`src/sv/ppgc_pkg.sv`:
```
// Shared widths, codes, hash constants and chunk size tables for the pattern engine.
package ppgc_pkg;

	// Field widths
	localparam int unsigned OFF_W      = 21;
	localparam int unsigned LEN_W      = 22;
	localparam int unsigned IDX_W      = 4;
	localparam int unsigned CFG_IDX_W  = 2;
	localparam int unsigned CFG_DATA_W = 22;

	localparam int unsigned TABLE_ROWS = 11;

	// Configuration register indexes
	localparam logic [CFG_IDX_W-1:0] CFG_PACKET_MODE = 2'd0;
	localparam logic [CFG_IDX_W-1:0] CFG_MAX_PAYLOAD = 2'd1;
	localparam logic [CFG_IDX_W-1:0] CFG_CHUNK_COUNT = 2'd2;

	// Hash constants; only the low 24 bits reach the folded output byte
	localparam logic [31:0] OFF_MUL  = 32'h045d9f3b;
	localparam logic [31:0] IDX_MUL  = 32'h27d4eb2d;
	localparam logic [31:0] FLOW_MUL = 32'h165667b1;
	localparam logic [31:0] RSP_SALT = 32'hA5A5A5A5;
	localparam logic [31:0] REQ_SALT = 32'h5A5A5A5A;

	// Flow marker masks for byte 0 of chunk 0
	localparam logic [7:0] RSP_MARK = 8'hC3;
	localparam logic [7:0] REQ_MARK = 8'h3C;

	typedef struct packed {
		logic [OFF_W-1:0] off;
		logic [IDX_W-1:0] idx;
		logic [7:0]       flow;
		logic             dir;
	} hash_key_t;

	function automatic logic [LEN_W-1:0] stream_size(input logic [IDX_W-1:0] idx);
		logic [LEN_W-1:0] s;
		case (idx)
			4'd0:    s = 22'd1;
			4'd1:    s = 22'd2;
			4'd2:    s = 22'd4;
			4'd3:    s = 22'd32;
			4'd4:    s = 22'd512;
			4'd5:    s = 22'd1024;
			4'd6:    s = 22'd4096;
			4'd7:    s = 22'd32768;
			4'd8:    s = 22'd32769;
			4'd9:    s = 22'd1048576;
			4'd10:   s = 22'd2097152;
			default: s = '0;
		endcase
		return s;
	endfunction

	function automatic logic [LEN_W-1:0] packet_size(input logic [IDX_W-1:0] idx,
			input logic [15:0] max_len);
		logic [LEN_W-1:0] s;
		case (idx)
			4'd0:    s = 22'd1;
			4'd1:    s = 22'd2;
			4'd2:    s = 22'd4;
			4'd3:    s = 22'd32;
			4'd4:    s = 22'd64;
			4'd5:    s = 22'd128;
			4'd6:    s = 22'd256;
			4'd7:    s = 22'd512;
			4'd8:    s = 22'd1024;
			4'd9:    s = {6'd0, max_len - 16'd1};
			4'd10:   s = {6'd0, max_len};
			default: s = '0;
		endcase
		return s;
	endfunction

endpackage

```
`src/sv/ppgc_ifs.sv`:
```
// Handshake channel interfaces: byte requests, results and configuration writes.
interface ppgc_req_if import ppgc_pkg::*; ();
	logic             valid;
	logic             ready;
	logic             req_type;
	logic             direction;
	logic [IDX_W-1:0] chunk_id;
	logic [OFF_W-1:0] byte_offset;
	logic [7:0]       data_byte;
	logic             last_byte;

	modport source (output valid, req_type, direction, chunk_id, byte_offset,
		data_byte, last_byte, input ready);
	modport sink (input valid, req_type, direction, chunk_id, byte_offset,
		data_byte, last_byte, output ready);
endinterface

interface ppgc_rsp_if import ppgc_pkg::*; ();
	logic             valid;
	logic             ready;
	logic [7:0]       pattern_byte;
	logic [7:0]       actual_byte;
	logic             byte_mismatch;
	logic             chunk_done;
	logic             chunk_ok;
	logic [LEN_W-1:0] fail_offset;
	logic             index_error;

	modport source (output valid, pattern_byte, actual_byte, byte_mismatch, chunk_done,
		chunk_ok, fail_offset, index_error, input ready);
	modport sink (input valid, pattern_byte, actual_byte, byte_mismatch, chunk_done,
		chunk_ok, fail_offset, index_error, output ready);
endinterface

interface ppgc_cfg_if import ppgc_pkg::*; ();
	logic                  valid;
	logic                  ready;
	logic [CFG_IDX_W-1:0]  index;
	logic [CFG_DATA_W-1:0] data;

	modport source (output valid, index, data, input ready);
	modport sink (input valid, index, data, output ready);
endinterface

```
`src/sv/ppgc_hash.sv`:
```
// Multiply-xor hash of offset, chunk, flow and direction, folded to one byte.
module ppgc_hash import ppgc_pkg::*; (
	input  hash_key_t  key,
	output logic [7:0] hash_byte
);

	logic [OFF_W-1:0]   mixed_off;
	logic [OFF_W+23:0]  off_prod;
	logic [IDX_W:0]     idx_inc;
	logic [IDX_W+24:0]  idx_prod;
	logic [8:0]         flow_inc;
	logic [32:0]        flow_prod;
	logic [23:0]        v;

	// Bits above 23 never reach the folded byte, so keep 24-bit products
	assign mixed_off = key.off ^ (key.off >> 13);
	assign off_prod  = {24'd0, mixed_off} * {{OFF_W{1'b0}}, OFF_MUL[23:0]};
	assign idx_inc   = {1'b0, key.idx} + {{IDX_W{1'b0}}, 1'b1};
	assign idx_prod  = {24'd0, idx_inc} * {{(IDX_W+1){1'b0}}, IDX_MUL[23:0]};
	assign flow_inc  = {1'b0, key.flow} + 9'd1;
	assign flow_prod = {24'd0, flow_inc} * {9'd0, FLOW_MUL[23:0]};

	assign v = off_prod[23:0] ^ idx_prod[23:0] ^ flow_prod[23:0]
		^ (key.dir ? RSP_SALT[23:0] : REQ_SALT[23:0]);

	assign hash_byte = v[7:0] ^ v[23:16];

endmodule

```
`src/sv/payload_pattern_gen_check_top.sv`:
```
// Top level of the payload pattern generator and checker.
//
//   channel  modport  role
//   -------  -------  -------------------------------------------------------
//   req      sink     one payload byte to generate or check per beat
//   rsp      source   one result per request beat, in order
//   cfg      sink     register write: index and data, always ready
//
// Each byte passes from its request beat to its result beat through an input stage
// (_s1) and a result register (_s2), with the hash and the compare between them.
// One beat is taken per cycle; only a stalled result slows the request side.
// A stalled result holds in _s2 while the next byte waits in _s1.
// Reset sets the registers to their defaults and clears learned flow and verdict.
module payload_pattern_gen_check_top import ppgc_pkg::*; #(
	parameter int unsigned MAX_PACKET_LEN = 1500,
	parameter int unsigned CHUNK_SLOTS    = 11
) (
	input  logic      clk,
	input  logic      arst_n,
	ppgc_req_if.sink   req,
	ppgc_rsp_if.source rsp,
	ppgc_cfg_if.sink   cfg
);

	// Usable chunk slots: no more than the slot count or the table rows
	localparam logic [IDX_W-1:0] SLOTS_EFF =
		IDX_W'((CHUNK_SLOTS < TABLE_ROWS) ? CHUNK_SLOTS : TABLE_ROWS);
	localparam logic [15:0] MAX_LEN = 16'(MAX_PACKET_LEN);

	// Configuration registers
	logic             packet_mode_q;
	logic [LEN_W-1:0] max_payload_q;
	logic [IDX_W-1:0] chunk_count_q;

	// Checker state
	logic [7:0]       learned_flow_q;
	logic             chunk_failed_q;
	logic [LEN_W-1:0] first_bad_q;

	// Input stage
	logic             valid_s1;
	logic             req_type_s1;
	logic             direction_s1;
	logic [IDX_W-1:0] chunk_id_s1;
	logic [OFF_W-1:0] byte_offset_s1;
	logic [7:0]       data_byte_s1;
	logic             last_byte_s1;

	// Result register
	logic             valid_s2;
	logic [7:0]       pattern_byte_s2;
	logic [7:0]       actual_byte_s2;
	logic             byte_mismatch_s2;
	logic             chunk_done_s2;
	logic             chunk_ok_s2;
	logic [LEN_W-1:0] fail_offset_s2;
	logic             index_error_s2;

	logic             advance;
	logic [IDX_W-1:0] active_chunks;
	logic             ierr;
	logic             learning;
	logic             is_marker;
	logic             is_start;
	logic [7:0]       marker_flow;
	logic [7:0]       hash_byte;
	logic [7:0]       pat;
	logic             mism;
	logic             failed_eff;
	logic [LEN_W-1:0] first_eff;
	logic             failed_nxt;
	logic [LEN_W-1:0] first_nxt;
	logic [LEN_W-1:0] pkt_len;
	logic [LEN_W-1:0] exp_len;
	logic [LEN_W-1:0] rx_len;
	logic             ok;
	logic [LEN_W-1:0] bad;
	hash_key_t        key;

	// ---------------------------------------------------------------------
	// Configuration port: accept every write; ignore indexes beyond the list
	// ---------------------------------------------------------------------
	assign cfg.ready = 1'b1;

	always_ff @(posedge clk or negedge arst_n) begin
		if (!arst_n) begin
			packet_mode_q <= 1'b0;
			max_payload_q <= '0;
			chunk_count_q <= IDX_W'(TABLE_ROWS);
		end else if (cfg.valid) begin
			case (cfg.index)
				CFG_PACKET_MODE: packet_mode_q <= cfg.data[0];
				CFG_MAX_PAYLOAD: max_payload_q <= cfg.data[LEN_W-1:0];
				CFG_CHUNK_COUNT: chunk_count_q <= cfg.data[IDX_W-1:0];
				default: begin
				end
			endcase
		end
	end

	// ---------------------------------------------------------------------
	// Handshake: advance _s1 into _s2 whenever _s2 is empty or being drained;
	// take a new beat whenever _s1 is empty or moving on this cycle
	// ---------------------------------------------------------------------
	assign advance   = valid_s1 && (!valid_s2 || rsp.ready);
	assign req.ready = !valid_s1 || advance;

	always_ff @(posedge clk or negedge arst_n) begin
		if (!arst_n) begin
			valid_s1 <= 1'b0;
		end else if (req.ready) begin
			valid_s1 <= req.valid;
		end
	end

	always_ff @(posedge clk) begin
		if (req.valid && req.ready) begin
			req_type_s1    <= req.req_type;
			direction_s1   <= req.direction;
			chunk_id_s1    <= req.chunk_id;
			byte_offset_s1 <= req.byte_offset;
			data_byte_s1   <= req.data_byte;
			last_byte_s1   <= req.last_byte;
		end
	end

	// ---------------------------------------------------------------------
	// Per-byte work
	// ---------------------------------------------------------------------
	assign active_chunks = (chunk_count_q > SLOTS_EFF) ? SLOTS_EFF : chunk_count_q;
	assign ierr          = (chunk_id_s1 >= active_chunks);
	assign is_start      = (byte_offset_s1 == '0);
	assign is_marker     = (chunk_id_s1 == '0) && is_start;

	// In-range request chunk 0 on a check teaches the flow id rather than being compared
	assign learning = req_type_s1 && !direction_s1 && (chunk_id_s1 == '0) && !ierr;

	assign key.off  = byte_offset_s1;
	assign key.idx  = chunk_id_s1;
	assign key.flow = learned_flow_q;
	assign key.dir  = direction_s1;

	ppgc_hash u_hash (
		.key       (key),
		.hash_byte (hash_byte)
	);

	// The marker byte sees a flow learned from this very byte
	assign marker_flow = learning ? (data_byte_s1 ^ REQ_MARK) : learned_flow_q;
	assign pat = is_marker ? (marker_flow ^ (direction_s1 ? RSP_MARK : REQ_MARK))
		: hash_byte;

	assign mism = req_type_s1 && !learning && (data_byte_s1 != pat);

	// Offset zero opens a fresh chunk verdict before the compare
	assign failed_eff = is_start ? 1'b0 : chunk_failed_q;
	assign first_eff  = is_start ? '0 : first_bad_q;
	assign failed_nxt = failed_eff || mism;
	assign first_nxt  = (mism && !failed_eff) ? {1'b0, byte_offset_s1} : first_eff;

	// Expected length; clamp packet sizes by a nonzero payload limit
	assign pkt_len = packet_size(chunk_id_s1, MAX_LEN);
	always_comb begin
		if (!packet_mode_q) begin
			exp_len = stream_size(chunk_id_s1);
		end else if ((max_payload_q != '0) && (pkt_len > max_payload_q)) begin
			exp_len = max_payload_q;
		end else begin
			exp_len = pkt_len;
		end
	end

	assign rx_len = {1'b0, byte_offset_s1} + {{(LEN_W-1){1'b0}}, 1'b1};

	// Verdict: a wrong length or a bad index wins, then the learning pass, then
	// the first mismatching offset
	always_comb begin
		ok  = 1'b1;
		bad = '0;
		if (ierr || (rx_len != exp_len)) begin
			ok  = 1'b0;
			bad = rx_len;
		end else if (learning) begin
			ok = 1'b1;
		end else if (failed_nxt) begin
			ok  = 1'b0;
			bad = first_nxt;
		end
	end

	// ---------------------------------------------------------------------
	// State update: only checked bytes touch it, on the cycle they advance
	// ---------------------------------------------------------------------
	always_ff @(posedge clk or negedge arst_n) begin
		if (!arst_n) begin
			learned_flow_q <= '0;
			chunk_failed_q <= 1'b0;
			first_bad_q    <= '0;
		end else if (advance && req_type_s1) begin
			if (learning && is_start) begin
				learned_flow_q <= data_byte_s1 ^ REQ_MARK;
			end
			if (last_byte_s1) begin
				chunk_failed_q <= 1'b0;
				first_bad_q    <= '0;
			end else begin
				chunk_failed_q <= failed_nxt;
				first_bad_q    <= first_nxt;
			end
		end
	end

	// ---------------------------------------------------------------------
	// Result register
	// ---------------------------------------------------------------------
	always_ff @(posedge clk or negedge arst_n) begin
		if (!arst_n) begin
			valid_s2 <= 1'b0;
		end else if (advance) begin
			valid_s2 <= 1'b1;
		end else if (rsp.ready) begin
			valid_s2 <= 1'b0;
		end
	end

	always_ff @(posedge clk) begin
		if (advance) begin
			pattern_byte_s2  <= pat;
			actual_byte_s2   <= req_type_s1 ? data_byte_s1 : 8'd0;
			byte_mismatch_s2 <= mism;
			chunk_done_s2    <= req_type_s1 && last_byte_s1;
			chunk_ok_s2      <= req_type_s1 && last_byte_s1 && ok;
			fail_offset_s2   <= (req_type_s1 && last_byte_s1) ? bad : '0;
			index_error_s2   <= ierr;
		end
	end

	assign rsp.valid         = valid_s2;
	assign rsp.pattern_byte  = pattern_byte_s2;
	assign rsp.actual_byte   = actual_byte_s2;
	assign rsp.byte_mismatch = byte_mismatch_s2;
	assign rsp.chunk_done    = chunk_done_s2;
	assign rsp.chunk_ok      = chunk_ok_s2;
	assign rsp.fail_offset   = fail_offset_s2;
	assign rsp.index_error   = index_error_s2;

`ifndef NO_ASSERTIONS
	// A closed chunk leaves no verdict behind for the next one
	a_verdict_cleared: assert property (@(posedge clk) disable iff (!arst_n)
		advance && req_type_s1 && last_byte_s1 |=> !chunk_failed_q && (first_bad_q == '0))
		else $error("chunk verdict not cleared after last byte");

	// A pass is only ever reported at the end of a chunk
	a_ok_needs_done: assert property (@(posedge clk) disable iff (!arst_n)
		rsp.valid && rsp.chunk_ok |-> rsp.chunk_done)
		else $error("chunk_ok without chunk_done");

	// A mismatch on the closing byte cannot pass
	a_mism_fails: assert property (@(posedge clk) disable iff (!arst_n)
		rsp.valid && rsp.chunk_done && rsp.byte_mismatch |-> !rsp.chunk_ok)
		else $error("chunk passed with a mismatching last byte");

	// A bad index reports the received length as a failure
	a_ierr_fails: assert property (@(posedge clk) disable iff (!arst_n)
		rsp.valid && rsp.chunk_done && rsp.index_error |-> !rsp.chunk_ok
			&& (rsp.fail_offset != '0))
		else $error("index error not reported as a failure");
`endif

endmodule

```
`src/flat_wrapper.sv`:
```
// flat-port wrapper written by rule: the top's interface ports become plain ports
module payload_pattern_gen_check_top_flat import ppgc_pkg::*;
#(
	parameter int unsigned MAX_PACKET_LEN = 1500,
	parameter int unsigned CHUNK_SLOTS    = 11
)
  (clk, arst_n, req_valid, req_req_type, req_direction, req_chunk_id, req_byte_offset, req_data_byte, req_last_byte, req_ready, rsp_valid, rsp_pattern_byte, rsp_actual_byte, rsp_byte_mismatch, rsp_chunk_done, rsp_chunk_ok, rsp_fail_offset, rsp_index_error, rsp_ready, cfg_valid, cfg_index, cfg_data, cfg_ready);
  ppgc_req_if req_i ();
  ppgc_rsp_if rsp_i ();
  ppgc_cfg_if cfg_i ();
  input  logic clk;
  input  logic arst_n;
  input wire logic [$bits(req_i.valid)-1:0] req_valid;
  input wire logic [$bits(req_i.req_type)-1:0] req_req_type;
  input wire logic [$bits(req_i.direction)-1:0] req_direction;
  input wire logic [$bits(req_i.chunk_id)-1:0] req_chunk_id;
  input wire logic [$bits(req_i.byte_offset)-1:0] req_byte_offset;
  input wire logic [$bits(req_i.data_byte)-1:0] req_data_byte;
  input wire logic [$bits(req_i.last_byte)-1:0] req_last_byte;
  output wire logic [$bits(req_i.ready)-1:0] req_ready;
  output wire logic [$bits(rsp_i.valid)-1:0] rsp_valid;
  output wire logic [$bits(rsp_i.pattern_byte)-1:0] rsp_pattern_byte;
  output wire logic [$bits(rsp_i.actual_byte)-1:0] rsp_actual_byte;
  output wire logic [$bits(rsp_i.byte_mismatch)-1:0] rsp_byte_mismatch;
  output wire logic [$bits(rsp_i.chunk_done)-1:0] rsp_chunk_done;
  output wire logic [$bits(rsp_i.chunk_ok)-1:0] rsp_chunk_ok;
  output wire logic [$bits(rsp_i.fail_offset)-1:0] rsp_fail_offset;
  output wire logic [$bits(rsp_i.index_error)-1:0] rsp_index_error;
  input wire logic [$bits(rsp_i.ready)-1:0] rsp_ready;
  input wire logic [$bits(cfg_i.valid)-1:0] cfg_valid;
  input wire logic [$bits(cfg_i.index)-1:0] cfg_index;
  input wire logic [$bits(cfg_i.data)-1:0] cfg_data;
  output wire logic [$bits(cfg_i.ready)-1:0] cfg_ready;
  assign req_i.valid = req_valid;
  assign req_i.req_type = req_req_type;
  assign req_i.direction = req_direction;
  assign req_i.chunk_id = req_chunk_id;
  assign req_i.byte_offset = req_byte_offset;
  assign req_i.data_byte = req_data_byte;
  assign req_i.last_byte = req_last_byte;
  assign req_ready = req_i.ready;
  assign rsp_valid = rsp_i.valid;
  assign rsp_pattern_byte = rsp_i.pattern_byte;
  assign rsp_actual_byte = rsp_i.actual_byte;
  assign rsp_byte_mismatch = rsp_i.byte_mismatch;
  assign rsp_chunk_done = rsp_i.chunk_done;
  assign rsp_chunk_ok = rsp_i.chunk_ok;
  assign rsp_fail_offset = rsp_i.fail_offset;
  assign rsp_index_error = rsp_i.index_error;
  assign rsp_i.ready = rsp_ready;
  assign cfg_i.valid = cfg_valid;
  assign cfg_i.index = cfg_index;
  assign cfg_i.data = cfg_data;
  assign cfg_ready = cfg_i.ready;
  payload_pattern_gen_check_top #(.MAX_PACKET_LEN(MAX_PACKET_LEN), .CHUNK_SLOTS(CHUNK_SLOTS)) u_core (.clk(clk), .arst_n(arst_n), .req(req_i), .rsp(rsp_i), .cfg(cfg_i));
endmodule
```
`config.mk`:
```
export PLATFORM = sky130hd
export DESIGN_NAME = payload_pattern_gen_check_top_flat
export DESIGN_NICKNAME = d
export VERILOG_FILES = /design/src/sv/ppgc_pkg.sv /design/src/sv/ppgc_ifs.sv /design/src/sv/ppgc_hash.sv /design/src/sv/payload_pattern_gen_check_top.sv /design/src/flat_wrapper.sv
export SDC_FILE = /design/constraint.sdc
export NUM_CORES = 1
export LEC_CHECK = 0
export ABC_CLOCK_PERIOD_IN_PS = 16300
export BUFFER_PORTS_ARGS = -buffer_cell sky130_fd_sc_hd__buf_4
export CAP_MARGIN = 30
export CORE_MARGIN = 8
export CORE_UTILIZATION = 55
export DETAILED_ROUTE_END_ITERATION = 10
export HOLD_SLACK_MARGIN = 0.02
export PLACE_DENSITY = 0.83
export SLEW_MARGIN = 30
export SYNTH_ARGS = -nofsm -noshare
export SYNTH_HDL_FRONTEND = slang
export SYNTH_SLANG_ARGS = --single-unit
```
`constraint.sdc`:
```
create_clock -name clk -period 16.3 [get_ports clk]
set_clock_uncertainty 0.15 [all_clocks]
set_input_delay 0 -clock clk [delete_from_list [all_inputs] [get_ports clk]]
set_output_delay 0 -clock clk [all_outputs]
set_load 0.03 [all_outputs]
```
==> metrics.md <==
| Metric | Value |
|---|---|
| Max-cap violations | 0 |
| First-pass GRT wire length | just over 80 mm |
| Most common cell after layout, fill and taps aside | inv_1 |
| Critical path data required time | 16,440 ps |
| TritonCTS clock tree | yes |
| Clock root buffer | clkbuf_16 |
| Unrepaired setup endpoints after global routing | false |
| Worst Setup Path Type | reg -> reg |
| Count of cell types in the netlist | 97 |
| Pre-Repair DR Iteration Count | 8 |
| Cell mode on critical path | fa_1 |
| Setup Fix Bufs, Post-CTS | 0 |
| Status | complete, no violations |
| Initial antenna violation count | 0 |
| Final critical-path required period | 9755 ps |
| Fmax | 0.1025 GHz |
| Synthesized Nets | 2,177 |
| Die Area | 38,360 sq um |
| Critical path's largest stage delay | 720 ps |
| Dominant cell type by area after synthesis | fa_1 |
| Slew headroom | 0.4000 |
| DR WL/cell | 22.15 um |
| Post-synth ARST share | 0.3822 |
| Placement Setup Slack | between 6000 and 7000 ps |
| Number of enable flip-flop cells after synthesis | 78 |
| Vias in the first global route | around 15,000 |
| Antenna Violating Nets Remaining | 0 |
| CTS clock-pin slew for the worst setup and hold paths | 70 ps |
| Final Util | 0.6287 |
| Crit. End Element | flop |
| Most common flop cell mapped by yosys | edfxtp_1 |
| Final hold violations | 0 |
| Via count | 13,870 |
| Area of the mapped netlist | roughly 18,000 sq um |
| DRC | 0 |
| Final HPWL DP | 39.24 mm |
| Starting density of the core | 0.5524 |
| Vias per cell | 6.043 |
| Register Area | around 4200 sq um |
| Crit path buffers/inverters | 4 |
| Port Buffer Count | 108 |
| Slowest-stage cell, CP | and2b_1 |
| Core ar. | 32,210 sq um |
| Post-CTS Resized | 0 |
| Worst min-delay path class | in -> async |
| YS warnings | 0 |
| Most frequent cells in the layout | inv_1 (306), ha_1 (226), fa_1 (173), xnor2_1 (126), buf_4 (114) |
| Final setup fails | 0 |
| Crit Path Max Fanout | 25 |
| Sum Neg Setup Slack | 0 ps |
| Routed WL | 50.84 mm |
| H-Tree Depth | 4 |
| Cts bufs inserted | 17 |
| Critical path launch point type | flop |
| Die span in x | between 150 and 200 um |
| Critical path's top delay family | adder cells |
| Layout cells sized above 1 | 0.1192 |
| Post-Syn Area per Cell | 10.39 sq um |
| CTS Hold Bufs | 67 |
| Largest net degree at the start of global routing | between 60 and 70 |
| Yosys reg bits | 157 |
| P&R area growth vs syn | 13.81% |
| Die Ht | 195.9 um |
| Sequential fraction of the synthesis area | 0.2376 |
| Syn Inst Count | 1,713 |
| Total congestion overflow | 0 |
| Critical Path AT | between 9000 and 10,000 ps |
| CTS Sinks | 157 |
| NumNets Final | ~2,300 |
| GRT Util Overall | 0.2679 |
| # IOs | 110 |
| Diodes inserted | 0 |
| Fillers | ~2,400 |
| Max clock buf depth | 2 |
| Post-synth top area share | 0.1947 |
| Clk_lat worst skew | 440 ps |
| Slew @ Worst Pin | between 800 and 900 ps |
| Initial DRC count | 1,559 |
| Routability congestion estimate | about 0.97 |
| Dominant cells by area after synthesis | fa_1 (19%), ha_1 (16%), edfxtp_1 (13%), dfrtp_1 (8.0%), inv_1 (6.5%) |
| Slew Viols, Final | 0 |
| Worst setup margin | roughly 6500 ps |
| Area of the multi-input gates | about 12,000 sq um |
| Row count | 66 |
| Fin crit share | 0.5985 |
==> state kept, by name (all words and copies together), names as in the netlist, named ones only <==
register,flops
u_core.rsp.pattern_byte,8
u_core.direction_s1,1
u_core.pkt_len,10
u_core.valid_s1,1
u_core.rsp.actual_byte,8
u_core.rsp.fail_offset,22
u_core.chunk_failed_q,1
u_core.rsp.chunk_done,1
u_core.chunk_count_q,4
u_core.rsp.index_error,1
u_core.chunk_id_s1,4
u_core.last_byte_s1,1
u_core.rsp.byte_mismatch,1
u_core.byte_offset_s1,21
u_core.req_type_s1,1
u_core.rsp.valid,1
u_core.first_bad_q,22
u_core.rsp.chunk_ok,1
u_core.data_byte_s1,8
u_core.packet_mode_q,1
u_core.max_payload_q,22
u_core.learned_flow_q,8
==> cells in the mapped netlist (7+ instances only) <==
library cell and number:
a211oi_1 9, a21o_1 21, a21oi_1 49, a22o_1 14, a311o_1 14, a31oi_1 8
and2_1 37, and3_1 24, buf_2 9, clkbuf_1 17, dfrtp_1 57, dfxtp_1 19
edfxtp_1 78, fa_1 173, ha_1 226, inv_1 307, mux2_2 35, mux2i_1 14
nand2_1 66, nand2b_1 12, nand3_1 31, nand4_1 9, nor2_1 59, nor2b_1 7
nor3_1 15, nor4_1 21, o211ai_1 11, o21a_1 11, o21ai_0 29, o22ai_1 7
o2bb2ai_1 14, o31ai_1 7, xnor2_1 127, xor2_1 30
==> worst paths after layout <==
check	from	endpoint	slack [ps]	cells past startpoint
max in group asynchronous	arst_n	u_core.first_bad_q[16]$_DFFE_PN0P_	15380	2
min reg2reg	u_core.first_bad_q[6]$_DFFE_PN0P_	u_core.first_bad_q[6]$_DFFE_PN0P_	350	2
min	arst_n	u_core.max_payload_q[21]$_DFFE_PN0P_	70	2
max	u_core.byte_offset_s1[5]$_DFFE_PP_	u_core.rsp.fail_offset[19]$_SDFFCE_PN0P_	6540	25
min in group clk	req_byte_offset[15]	u_core.byte_offset_s1[15]$_DFFE_PP_	130	2
max reg2reg	u_core.byte_offset_s1[5]$_DFFE_PP_	u_core.rsp.fail_offset[19]$_SDFFCE_PN0P_	6540	25
==> through the flow <==
step           hold slack (ps)  instances  instance area [sq um]
3_3_place_gp            -27.58       2195                  18950
3_5_place_dp            -8.442       2195                  18950
6_report                 66.13       2295                  20250
5_1_grt                  134.8       2295                  20250
4_1_cts                  73.50       2294                  20230
2_1_floorplan           -445.6       1713                  17790
==> metal layers <==
metal	vias to the layer above	track usage	share of wire
li1	6137	-	-
met1	6774	0.3365	0.39
met2	780	0.4487	0.48
met3	177	0.05637	0.093
met4	0	0.1033	0.042
met5	-	0	0
==> area by class of cell <==
cell class | count | area share
Sequential cell | 157 | 0.2088
Inverter | 307 | 0.05691
Clock buffer | 20 | 0.02385
Multi-Input combinational cell | 1209 | 0.6031
Tap cell | 408 | 0.02521
Timing Repair Buffer | 182 | 0.07594
Clock inverter | 12 | 0.006179
==> kinds of logic after synthesis <==
| group | count (synthesis) | share of synthesized area |
|---|---|---|
| compound gates | 258 | 0.1073 |
| xor+xnor | 165 | 0.08735 |
| fa+ha+maj | 399 | 0.3536 |
| buf+inv | 347 | 0.07645 |
| flops | 157 | 0.2376 |
| mux | 49 | 0.03003 |
| other cells | 1 | 0.0002108 |
| simple gates | 337 | 0.1074 |
Power is not shown: default switching activity piles up to over one toggle a cycle in this logic, so the estimate is an artifact.
